$ cat config.mk
export PLATFORM = sky130hd
export DESIGN_NAME = pdc_front
export DESIGN_NICKNAME = d
export VERILOG_FILES = /design/src/rtl/pdc_pkg.sv /design/src/rtl/pdc_front.sv
export SDC_FILE = /design/constraint.sdc
export NUM_CORES = 1
export LEC_CHECK = 0
export BUFFER_PORTS_ARGS = -buffer_cell sky130_fd_sc_hd__buf_2
export CAP_MARGIN = 30
export CORE_MARGIN = 1
export CORE_UTILIZATION = 23
export DETAILED_ROUTE_END_ITERATION = 12
export GPL_ROUTABILITY_DRIVEN = 1
export RECOVER_POWER = 100
export SLEW_MARGIN = 10
export SYNTH_ARGS = -nofsm -noshare
export SYNTH_HDL_FRONTEND = slang
export SYNTH_SLANG_ARGS = --single-unit
$ cat constraint.sdc
create_clock -name vclk -period 5.1
set_input_delay 0 -clock vclk [all_inputs]
set_output_delay 0 -clock vclk [all_outputs]
set_load 0.01 [all_outputs]
$ cat src/rtl/pdc_pkg.sv
// Package for the Porter-Duff pixel compositor: rule and operation codes,
// the queued word format and the rounded divide-by-255 helper of the back end.
// Depends on nothing; every module of the compositor imports it.
package pdc_pkg;

  // Blend rule codes held in the configuration register.
  localparam logic [3:0] RULE_CLEAR    = 4'd0;
  localparam logic [3:0] RULE_SRC      = 4'd1;
  localparam logic [3:0] RULE_DST      = 4'd2;
  localparam logic [3:0] RULE_SRC_OVER = 4'd3;
  localparam logic [3:0] RULE_DST_OVER = 4'd4;
  localparam logic [3:0] RULE_SRC_IN   = 4'd5;
  localparam logic [3:0] RULE_DST_IN   = 4'd6;
  localparam logic [3:0] RULE_SRC_OUT  = 4'd7;
  localparam logic [3:0] RULE_DST_OUT  = 4'd8;
  localparam logic [3:0] RULE_SRC_ATOP = 4'd9;
  localparam logic [3:0] RULE_DST_ATOP = 4'd10;
  localparam logic [3:0] RULE_XOR      = 4'd11;
  localparam logic [3:0] RULE_RESET    = RULE_SRC_OVER;

  // Register index of the blend rule.
  localparam logic REG_BLEND_RULE = 1'b0;

  // Operation codes that the front end hands to the arithmetic back end.
  localparam logic [2:0] OP_PASS = 3'd0;  // result already known
  localparam logic [2:0] OP_OPQ  = 3'd1;  // p over an opaque q
  localparam logic [2:0] OP_OVG  = 3'd2;  // p over q, general
  localparam logic [2:0] OP_IN   = 3'd3;  // p in q, general
  localparam logic [2:0] OP_OUT  = 3'd4;  // p out q, general
  localparam logic [2:0] OP_ATOP = 3'd5;  // p atop q, general
  localparam logic [2:0] OP_XOR  = 3'd6;  // xor, general

  localparam int QUEUE_DEPTH = 4;
  localparam int QPTR_W      = $clog2(QUEUE_DEPTH);
  localparam int DIV_STEPS   = 8;

  // One classified word: operation, the two operands in rule order and
  // the finished pixel for the shortcut cases.
  typedef struct packed {
    logic [2:0]  op;
    logic [31:0] p;
    logic [31:0] q;
    logic [31:0] pix;
  } pdc_item_t;

  // Rounded divide by 255: t = x + 0x80, ((t >> 8) + t) >> 8.
  function automatic logic [16:0] div255(input logic [23:0] x);
    logic [24:0] t;
    logic [24:0] u;
    t = {1'b0, x} + 25'd128;
    u = t + (t >> 8);
    return u[24:8];
  endfunction

endpackage

$ cat src/rtl/pdc_front.sv
// Front end of the compositor: classifies a source/destination pair under
// the blend rule into a shortcut result or a general operation.
// Depends on pdc_pkg.
module pdc_front
  import pdc_pkg::*;
(
  input  logic [3:0]  rule,
  input  logic [31:0] src_pixel,
  input  logic [31:0] dst_pixel,
  output pdc_item_t   item
);

  logic [7:0] sa;
  logic [7:0] da;
  logic       s0, s1, d0, d1;

  assign sa = src_pixel[31:24];
  assign da = dst_pixel[31:24];
  assign s0 = (sa == 8'd0);
  assign s1 = (sa == 8'hFF);
  assign d0 = (da == 8'd0);
  assign d1 = (da == 8'hFF);

  // Decision tree per rule; the alpha-replacing shortcuts are built here.
  always_comb begin
    item.op  = OP_PASS;
    item.p   = src_pixel;
    item.q   = dst_pixel;
    item.pix = dst_pixel;
    case (rule)
      RULE_CLEAR: item.pix = '0;
      RULE_SRC:   item.pix = src_pixel;
      RULE_DST:   item.pix = dst_pixel;
      RULE_SRC_OVER: begin
        if (s0) item.pix = dst_pixel;
        else if (s1 || d0) item.pix = src_pixel;
        else if (d1) item.op = OP_OPQ;
        else item.op = OP_OVG;
      end
      RULE_DST_OVER: begin
        item.p = dst_pixel;
        item.q = src_pixel;
        if (s0 || d1) item.pix = dst_pixel;
        else if (d0) item.pix = src_pixel;
        else if (s1) item.op = OP_OPQ;
        else item.op = OP_OVG;
      end
      RULE_SRC_IN: begin
        if (s0 || d0) item.pix = '0;
        else if (d1) item.pix = src_pixel;
        else if (s1) item.pix = {da, src_pixel[23:0]};
        else item.op = OP_IN;
      end
      RULE_DST_IN: begin
        item.p = dst_pixel;
        item.q = src_pixel;
        if (s1) item.pix = dst_pixel;
        else if (s0 || d0) item.pix = '0;
        else if (d1) item.pix = {sa, dst_pixel[23:0]};
        else item.op = OP_IN;
      end
      RULE_SRC_OUT: begin
        if (s0 || d1) item.pix = '0;
        else if (d0) item.pix = src_pixel;
        else if (s1) item.pix = {~da, src_pixel[23:0]};
        else item.op = OP_OUT;
      end
      RULE_DST_OUT: begin
        item.p = dst_pixel;
        item.q = src_pixel;
        if (s0) item.pix = dst_pixel;
        else if (s1 || d0) item.pix = '0;
        else if (d1) item.pix = {~sa, dst_pixel[23:0]};
        else item.op = OP_OUT;
      end
      RULE_SRC_ATOP: begin
        if (s0) item.pix = dst_pixel;
        else if (d0) item.pix = '0;
        else if (s1) item.pix = {da, src_pixel[23:0]};
        else if (d1) item.op = OP_OPQ;
        else item.op = OP_ATOP;
      end
      RULE_DST_ATOP: begin
        item.p = dst_pixel;
        item.q = src_pixel;
        if (s0) item.pix = '0;
        else if (d0) item.pix = src_pixel;
        else if (s1) item.op = OP_OPQ;
        else if (d1) item.pix = {sa, dst_pixel[23:0]};
        else item.op = OP_ATOP;
      end
      RULE_XOR: begin
        if (s0) item.pix = dst_pixel;
        else if (d0) item.pix = src_pixel;
        else if (s1) item.pix = {~da, src_pixel[23:0]};
        else if (d1) item.pix = {~sa, dst_pixel[23:0]};
        else item.op = OP_XOR;
      end
      default: item.pix = dst_pixel;
    endcase
  end

endmodule

# Word level (Yosys, flattened, before mapping)

Index checks and enable logic that the tools add are counted.
W data, S select, Z words.

Register bits after elaboration: 0
Input port bits: 68
Output and inout port bits: 99
Logic and storage cells: 78

Equal/unequal tests: 12
Mux-type cells: 57
Bitwise logic cells: 2
Reduce and logical (&&, ||, !) cells: 7

Operator list:

| kind                 | number |
|---|---|
| $mux W32             | 23 |
| $pmux W32 S11        | 1 |
| $mux W3              | 24 |
| $mux W64             | 1 |
| $pmux W3 S9          | 1 |
| $mux W24             | 1 |
| $eq A4 B3 Y1 const B | 4 |
| $eq A4 B4 Y1 const B | 4 |
| $eq A8 B8 Y1 const B | 2 |
| $logic_not A8 Y1     | 2 |
| $not A8 Y8           | 2 |
| $mux W2              | 6 |
| $eq A4 B1 Y1 const B | 1 |
| $eq A4 B2 Y1 const B | 1 |
| $logic_not A4 Y1     | 1 |
| $reduce_or A4 Y1     | 1 |
| $logic_or A1 B1 Y1   | 3 |

# Logic depth before layout (Yosys ltp)

Word-level depth: 6
Gate-level depth with buffers: 12
Depth with buffers taken out: 9

# Least setup slack after synthesis

No wires, ideal clock.

Kind: input -> output
Start: in rule[3]
End: out item[10] in the netlist's numbering
Arrival: 2.152 ns
Required time: 5.100 ns
Path slack: 2.948 ns
Stages: 12
Buffers on the path: 3
Path through: inv_1 ha_1 clkbuf_1 or3b_2 clkbuf_1 nor3_1 a31oi_1 nor4b_1 nor2_1 clkbuf_1 a21oi_1 nand2_1

RTL lines:

| what               | line            | source |
|---|---|---|
| start: declaration | pdc_front.sv:7  | `input logic [3:0] rule,` |
| end: declaration   | pdc_front.sv:10 | `output pdc_item_t item` |

==> impl_metrics.toml <==
[power_and_ir_drop]
power.sequential.fraction = 0
share_comb_of_total_power = 1.000
cellLeakagePower_uw = 0.001573
power.switching_uw = 243.9
post-layout-total-power_uw = 399.9
power.share.clock = 0
worst_ir_drop_vdd_mv = 0.03028
internal_power_uw = 156.0
switching_share = 0.6099
pwr_density_cell_nw_per_um2 = 91.09

[timing]
setup_viol_count_final = 0
final_max_slew_viol_count = 34
relSlewSlack = -0.9069
worst_pin_slew_ps = 2855
rsz_0062_raised_after_global_routing = "no"
final_hold_fails = 0
timing.setup.tns_ps = 0
fin_crit_ps = 3900
timing.fmax_mhz = 256.4
holdWs_ps = 355.3
layout_worst_path_cycle_share = 0.7647

[critical_path]
critical_path.most_common_cell = "sky130_fd_sc_hd__clkbuf_1"
critical-path-slowest-cell = "sky130_fd_sc_hd__a2bb2oi_1"
critical_path.endpoint_type = "primary output"
required_time_reported_for_the_critical_path_endpoint_ps = 5100
critPathLaunchType = "input port"
timing.critical_path.cells = "clkbuf_1, nand4_1, nor2_1, o21ai_0, clkbuf_1, a2bb2oi_1, a21oi_1, o21ai_0, nand2_1, clkbuf_1"
timing.critical_path.buf_inv = 3
cp_top_family = "simple AND/OR/NAND/NOR gates"
worst-setup-path-type = "input port to primary output"
critical-path-max-stage-delay_ps = 1020
worst_path_arrival_ps = 3900
critical_path.max_fanout = 16

[cts]
buffers_inserted_by_post_cts_timing_repair = 0
cts_hold_buffers = 0
postCtsResizedCells = 0

[global_routing]
met1_grt_util = 0.2495
global_route.overflow_total = 0
grt_pass1_vias = 4740
grt.total_usage = 0.1899
globalRouteMet3Util = 0.02554
antenna_found_initial = 0
grt_use_met2 = 0.3145
top_usage_layer = "met2"
global_route_wire_length_before_repair_mm = 25.39
pin_count_of_the_biggest_net_entering_global_routing = 37

[placement]
place.gp.congestion = 0.9681
io_buffer_count = 167
dpl.hpwl_mm = 11.45

[logic_synthesis]
synth.mux.area_fraction = 0.2074
main_combinational_cell_family_by_area_after_synthesis = "compound AO/OA/AOI/OAI gates"
post_synth_and_or_nand_nor_area_fraction = 0.2259
synth.lib_cells_used.distinct = 57
syn-cell-area_sq_um = 3595
synthDominantAreaCellType = "sky130_fd_sc_hd__mux2_2"
synth-adder-area-share = 0.01044
synth_sequential_area_ratio = 0
post_synthesis_compound_gate_area_fraction = 0.4678
synth_area_per_inst_sq_um = 6.145
synth_largest_type_area_fraction = 0.1880
synthesis.instances = 585
synth_warnings = 0
synth.top_cells.by_area = "sky130_fd_sc_hd__mux2_2, sky130_fd_sc_hd__o21ai_0, sky130_fd_sc_hd__a21oi_1"
synth_nets = 656
yosys.area_share.xor_xnor = 0

[hold_path]
hp-class = "input port to primary output"

[cells_and_area]
final.fill_count = 1783
clock_buffer_count = 0
antennaDiodeCount = 0
flow.area_growth_from_synthesis_pct = 22.14
layout-drive-gt1-share = 0.2414
layout.area.seq_sq_um = 0
multiInputGateArea_sq_um = 3284
final_sequential_cell_count = 0
final_net_count = 773

[route]
drcViolationCount = 0
drt-total-wl_mm = 15.86
routedWlPerCell_um = 17.86
dr_total_vias = 5227
detail_route.first_pass.iterations = 7
via_density = 5.886
detail-route-antenna-nets = 0
drt_iter0_drc = 553

[die]
initial_core_util = 0.2365
die_y_um = 127.0
core_area_sq_um = 15200
die_x_um = 127.0
ioPinCount = 167
placementRows = 45
die-area_sq_um = 16130

[run_status]
violations = "capacitance limit, slew limit"
outcome = "complete, but fails checks"

[job]
max_cap_violations = 1
==> stage by stage <==
stage | instance area [sq um] | util | setup slack (ps) | std cells
4_1_cts | 4497 | 0.2958 | 1589 | 886
3_5_place_dp | 4497 | 0.2958 | 1608 | 886
3_3_place_gp | 4492 | 0.2955 | 1635 | 885
2_1_floorplan | 3595 | - | 2948 | 585
5_1_grt | 4390 | 0.2888 | 812.5 | 888
6_report | 4390 | 0.2888 | 1200 | 888
==> Yosys cell counts (4+ instances only) <==
cell / n
sky130_fd_sc_hd__a211oi_1: 14
sky130_fd_sc_hd__a21o_1: 5
sky130_fd_sc_hd__a21oi_1: 74
sky130_fd_sc_hd__a22oi_1: 10
sky130_fd_sc_hd__a31oi_1: 9
sky130_fd_sc_hd__and2_1: 4
sky130_fd_sc_hd__and3_1: 9
sky130_fd_sc_hd__buf_2: 17
sky130_fd_sc_hd__clkbuf_1: 44
sky130_fd_sc_hd__inv_1: 9
sky130_fd_sc_hd__mux2_2: 60
sky130_fd_sc_hd__mux2i_1: 7
sky130_fd_sc_hd__nand2_1: 70
sky130_fd_sc_hd__nand3_1: 26
sky130_fd_sc_hd__nand4_1: 8
sky130_fd_sc_hd__nor2_1: 31
sky130_fd_sc_hd__nor3_1: 9
sky130_fd_sc_hd__nor4_1: 4
sky130_fd_sc_hd__o211ai_1: 6
sky130_fd_sc_hd__o21ai_0: 82
sky130_fd_sc_hd__o21ai_1: 4
sky130_fd_sc_hd__o221a_2: 8
sky130_fd_sc_hd__o221ai_1: 6
sky130_fd_sc_hd__o22ai_1: 8
sky130_fd_sc_hd__o31ai_1: 7
==> path summary, 6_finish.rpt <==
| path | slack, ps | depth (start not counted) | to | startpoint |
|---|---|---|---|---|
| worst min-delay path | 360 | 4 | item[19] | dst_pixel[19] |
| worst max-delay path | 1200 | 10 | item[18] | src_pixel[31] |
==> power by group through the flow <==
stage	logic (uW)	clock network, uW	registers (uW)
3_3_place_gp	412	0	0
5_1_grt	441	0	0
2_1_floorplan	250	0	0
6_report	400	0	0
3_5_place_dp	413	0	0
4_1_cts	415	0	0
==> placed cells by master, fill, tap and decap left out, drive strengths merged, types with 6 or more instances in the layout <==
master,Yosys,layout
nor2,31,31
mux2,60,60
buf,22,90
inv,9,9
o211ai,6,6
a22oi,10,10
o221ai,6,6
o21ai,86,86
mux2i,7,7
and3,9,9
o31ai,7,7
o221a,9,9
clkbuf,44,91
nor3,9,9
a211oi,14,14
a31oi,9,9
nand4,8,8
a21oi,75,75
nand2,70,70
o22ai,8,8
nand3,26,26
==> cells by family (layout without fill, tap and decap cells) <==
kind of cell               Yosys count  in the layout
buffers and inverters               75            190
and+or+nand+nor                    174            174
adders and majority gates            3              3
AOI/OAI and AO/OA                  266            266
muxes                               67             67
==> layout make-up <==
cell class	count	share of cell area
Tap cell	188	0.05358
Timing Repair Buffer	181	0.1907
Multi-Input combinational cell	510	0.7481
Inverter	9	0.007695
==> per-layer routing <==
| layer | vias to the layer above | routed length, um |
|---|---|---|
| met4 | 0 | 535 |
| met3 | 56 | 1336 |
| met5 | - | 0 |
| met1 | 2391 | 6714 |
| li1 | 2474 | - |
| met2 | 306 | 7275 |
Power figures use the tool's default switching activity.
